===== src/rtl/affine_2d_inverse_macros.svh =====
// Assertion macros for the affine 2D inverse block.
`ifndef AFFINE_2D_INVERSE_MACROS_SVH
`define AFFINE_2D_INVERSE_MACROS_SVH
`ifndef SYNTH
`define A2I_ASSERT(lbl, clk, rstn, prop) \
    lbl: assert property (@(posedge clk) disable iff (!rstn) prop) \
        else $error("a2i check failed");
`define A2I_ASSERT_ALWAYS(lbl, clk, prop) \
    lbl: assert property (@(posedge clk) prop) \
        else $error("a2i check failed");
`else
`define A2I_ASSERT(lbl, clk, rstn, prop)
`define A2I_ASSERT_ALWAYS(lbl, clk, prop)
`endif
`endif


===== src/rtl/a2i_pkg.sv =====
package a2i_pkg;

    typedef enum logic [1:0] {
        PATH_DIAG = 2'd0,
        PATH_ANTI = 2'd1,
        PATH_GEN  = 2'd2
    } path_t;

    localparam int USER_W = 4;
    localparam int NUM_COEF = 6;

endpackage


===== src/rtl/a2i_queue.sv =====
module a2i_queue
    import a2i_pkg::*;
#(
    parameter int WIDTH = 8
) (
    input  logic             aclk,
    input  logic             aresetn,
    input  logic             push,
    input  logic [WIDTH-1:0] push_data,
    output logic             full,
    input  logic             pop,
    output logic             pop_valid,
    output logic [WIDTH-1:0] pop_data
);

    logic [WIDTH-1:0] mem_reg [2];
    logic             wr_ptr_reg, wr_ptr_next;
    logic             rd_ptr_reg, rd_ptr_next;
    logic [1:0]       cnt_reg, cnt_next;
    logic             do_push, do_pop;

    assign full      = cnt_reg == 2'd2;
    assign pop_valid = cnt_reg != 2'd0;
    assign pop_data  = mem_reg[rd_ptr_reg];
    assign do_push   = push && !full;
    assign do_pop    = pop && pop_valid;

    always_comb begin
        wr_ptr_next = wr_ptr_reg ^ do_push;
        rd_ptr_next = rd_ptr_reg ^ do_pop;
        cnt_next    = cnt_reg + 2'(do_push) - 2'(do_pop);
    end

    always_ff @(posedge aclk) begin
        if (!aresetn) begin
            wr_ptr_reg <= 1'b0;
            rd_ptr_reg <= 1'b0;
            cnt_reg    <= 2'd0;
        end else begin
            wr_ptr_reg <= wr_ptr_next;
            rd_ptr_reg <= rd_ptr_next;
            cnt_reg    <= cnt_next;
        end
    end

    always_ff @(posedge aclk) begin
        if (do_push) begin
            mem_reg[wr_ptr_reg] <= push_data;
        end
    end

endmodule


===== config.mk =====
export PLATFORM = sky130hd
export DESIGN_NAME = a2i_queue
export DESIGN_NICKNAME = d
export VERILOG_FILES = /design/src/rtl/affine_2d_inverse_macros.svh /design/src/rtl/a2i_pkg.sv /design/src/rtl/a2i_queue.sv
export SDC_FILE = /design/constraint.sdc
export NUM_CORES = 1
export LEC_CHECK = 0
export ABC_AREA = 1
export BUFFER_PORTS_ARGS = -buffer_cell sky130_fd_sc_hd__buf_4
export CAP_MARGIN = 20
export CORE_AREA = 10 10 56 58
export DETAILED_ROUTE_END_ITERATION = 8
export DIE_AREA = 0 0 66 68
export PLACE_DENSITY_LB_ADDON = 0.2
export RECOVER_POWER = 50
export SETUP_SLACK_MARGIN = 0.1
export SLEW_MARGIN = 30
export SYNTH_ARGS = -nofsm -noshare
export SYNTH_HDL_FRONTEND = slang
export SYNTH_SLANG_ARGS = --single-unit

===== constraint.sdc =====
create_clock -name aclk -period 2.7 [get_ports aclk]
set_input_delay 0.405 -clock aclk [delete_from_list [all_inputs] [get_ports aclk]]
set_output_delay 0.405 -clock aclk [all_outputs]
set_load 0.03 [all_outputs]

# == Word-level counts from Yosys, hierarchy flattened ==
# Memory sizes are Yosys's and may differ from the RTL's. A register that Yosys moved wholly into a read port is not among the register bits.
# Cells that the tools add are included.
# word_totals
ff_bits,4
mem_bits_rw,16
inputBits,12
output_inout_bits,10
elab_cells,16
memories,1
# classes
add_sub_neg,2
n_eq_ne,1
n_mux,3
bitwise_logic,2
reduce_logical,4
# mem_list
memory,depth,width,rd,rd_clocked_by_memory_dff,wr,line,rtl
mem_reg,2,8,1,1,1,a2i_queue.sv:16,logic [WIDTH-1:0] mem_reg [2];
# op_table
operator,count
1-bit 2-to-1 mux,3
2-bit by 1-bit adder with 2-bit output,1
"2-bit equality test, second input constant",1
1-bit logical AND,2
2-bit nonzero test,1
2-bit by 1-bit subtractor with 2-bit output,1
1-bit bitwise XOR,2
1-bit zero test,1

# == Logic depth before layout (Yosys ltp) ==
# logic_depth
depth_word,5
depth_mapped,10
mapped_depth_nobuf,10

# == Worst setup path after synthesis ==
# No wires, ideal clock.
# synth_path
kind,register to register
from,reg cnt_reg[1]
to,reg cnt_reg[1]
setup_time_ps,115
t_arrival_ps,1249
t_required_ps,2585
slack_ps,1336
path_stages_with_launch,11
path_buffers,0
period_less_slack_ps,1364
path_cell_list,dfxtp_1 -> inv_2 -> o21ai_0 -> ha_1 -> inv_1 -> ha_1 -> inv_1 -> nand2_1 -> nand3_1 -> nand2_1 -> nor2_1
# synth_between
elab_chain_cells,5
elab_cells_between_ends,7
classes_between,2 x add/sub; 1 x eq/ne; 4 x reduce/logical
# synth_rtl
item,line,rtl
from (decl),a2i_queue.sv:19,"logic [1:0] cnt_reg, cnt_next;"
from (signal assigned),a2i_queue.sv:42,cnt_reg <= cnt_next;
2-bit equality test,a2i_queue.sv:22,assign full = cnt_reg == 2'd2;
1-bit zero test,a2i_queue.sv:25,assign do_push = push && !full;
1-bit logical AND,a2i_queue.sv:25,
2-bit by 1-bit adder with 2-bit output,a2i_queue.sv:31,cnt_next = cnt_reg + 2'(do_push) - 2'(do_pop);
2-bit by 1-bit subtractor with 2-bit output *,a2i_queue.sv:31,
# Every way passes the cells marked *; elsewhere a longest branch is shown, timed or not.
# A chain may end at the register's enable or synchronous reset.

==> impl_metrics.tcl <==
set metrics [dict create \
    whs_ns 0.317 \
    max_freq_ghz 0.541 \
    p_per_area_nw_per_um2 966 \
    slowest_stage "dfxtp_1" \
    cp-end-kind "output pin" \
    tns_ns 0 \
    p_leak_nw 0.471 \
    die_h_um 68 \
    cap_violations 0 \
    arrival_ns 1.44 \
    grt-ovfl-total 0 \
    post_cts_buffers 0 \
    combPwrFrac_pct 41.4 \
    setup_violations 0 \
    yosysUniqueCellTypes 13 \
    top_usage_layer "met2" \
    synth_top_cell_by_area "edfxtp_1" \
    routed_via_density 4.26 \
    final_max_slew_viol_count 0 \
    critPathMaxStageDelay_ns 0.64 \
    cts_made_buffers 3 \
    seq_area_frac_synth_pct 66.4 \
    syn_inst 62 \
    antenna_found_initial 0 \
    htree_levels 1 \
    crit_chain "mux2_4, buf_4" \
    ios 22 \
    num_vias 486 \
    start_kind "flop" \
    drive_above_1_share_pct 37.2 \
    grt_pass1_wl_mm 2.05 \
    core-area_sq_um 2110 \
    met2_usage_pct 9.06 \
    rows 17 \
    clock_latency_ns 0.29 \
    tightestPinTransition_ns 0.486 \
    period_share_pct 68.5 \
    critPathBufInv 1 \
    area_delta_synth_final_pct 23.3 \
    layout_common_cells "edfxtp_1 (16), buf_4 (12), clkbuf_4 (11)" \
    cts_tree "built" \
    pwr-share-seq_pct 45.1 \
    syn-cell-area_sq_um 875 \
    max-vdd-ir-drop_v 0.000434 \
    p_sw_share_pct 36.0 \
    hp-class "primary input to flop" \
    clock_power_share_pct 13.5 \
    grt_pass1_vias 455 \
    cpLargestDelayFamily "flip-flops" \
    dieArea_sq_um 4490 \
    cts_hold_buf 0 \
    clkSlewWorstSetupHoldPaths_ns 0.10 \
    hold_violations 0 \
    status "completed" \
    crit_fanout 8 \
    avgRoutedWirePerCell_um 12.0 \
    largest_reg_flops 16 \
    fp.dieW_um 66 \
    wl_mm 1.37 \
    p_sw_mw 0.375 \
    cp.required_ns 2.30 \
    gp_congestion 0.742 \
    drt_iter0_markers 22 \
    diodes 0 \
    portBuffers 21 \
    relSlewSlack_pct 67.5 \
    ys_warn_count 0 \
    final_common_cell "edfxtp_1" \
    grt_max_degree 12 \
    critPathKind "flop to output pin" \
    postRouteAntennaNets 0 \
    dp_hpwl_mm 1.08 \
    finClkSkew_ns 0.000549 \
    clockBufferDepth 2 \
    internal_power_mw 0.667 \
    post-route-drc-count 0 \
    synth_nets 78 \
    synth_area_leaders "edfxtp_1 (55%), mux2_4 (14%), dfxtp_1 (11%), ha_1 (5.7%), inv_1 (3.9%)" \
    synth.avg_cell_area_sq_um 14.1 \
    cts_root_buf "clkbuf_4" \
    start_util_pct 41.5 \
    cts_resized 0 \
    fin_nets 103 \
    met3_usage_pct 2.77 \
    grt_use_met1_pct 7.13 \
    cts_sinks 21 \
    rsz0062_at_grt "false" \
    first_pass_iters 4 \
    grt.total_usage_pct 6.24 \
    period_needed_ns 1.85 \
    ys_ff_latch 21 \
    synth_top_cell_area_share_pct 54.9 \
]
[cells in the mapped netlist, drive strengths merged]
cell type  number
edfxtp         16
inv            10
mux2            8
nor2            8
nand2           6
dfxtp           5
ha              4
nand3           2
a21oi           1
buf             1
o21ai           1
[final timing paths]
check,cells after the start,end,slack (ns),startpoint
min reg2reg,2,flop,0.52,rd_ptr_reg
max reg2reg,10,cnt_reg[1],1.19,cnt_reg[1]
min,1,mem_reg[0][5],0.32,push_data[5]
max,2,pop_data[7],0.85,flop
[per-layer routing]
metal  wire (um)  up-vias  share of wire (%)
li1            -      254                  -
met1         581      217                 42
met2         662       13                 48
met3         117        2                8.5
met4          10        0               0.73
met5           0        -                  0
[power groups by stage]
stage	Combinational (mW)	Clock, mW	Sequential (mW)
finish	0.431	0.140	0.470
global route	0.471	0.162	0.479
CTS	0.445	0.149	0.472
detailed placement	0.445	0	0.480
global placement	0.436	0	0.477
floorplan	0.337	0	0.454
[cell type report]
class,instances,area [sq um]
fill,183,1030
sequential,21,581
multi-input combinational,30,245
timing repair buffer,21,154
inverter,10,37.5
tap,28,35.0
clock buffer,4,26.3
[cell families (layout without fill, tap and decap cells)]
| logic type | after synthesis | in the layout | share of synthesized area (%) |
|---|---|---|---|
| multiplexers | 8 | 8 | 13.7 |
| AO/OA/AOI/OAI | 2 | 2 | 1.14 |
| adder cells (fa/ha/maj) | 4 | 4 | 5.72 |
| AND/OR/NAND/NOR | 16 | 16 | 7.44 |
| buffers and inverters | 11 | 35 | 5.58 |
| flip-flops | 21 | 21 | 66.4 |
[through the flow]
step | cell area, sq um | utilization (%) | worst slack (ns) | std cells | total power, mW
after floorplan | 875 | - | 1.34 | 62 | 0.791
after global placement | 1060 | 50.1 | 1.16 | 110 | 0.913
after detailed placement | 1060 | 50.1 | 1.14 | 110 | 0.924
after global routing | 1080 | 51.2 | 0.754 | 114 | 1.11
after CTS | 1080 | 51.4 | 0.805 | 114 | 1.07
final | 1080 | 51.2 | 0.851 | 114 | 1.04
No activity file was read; power rests on OpenSTA's default activity.
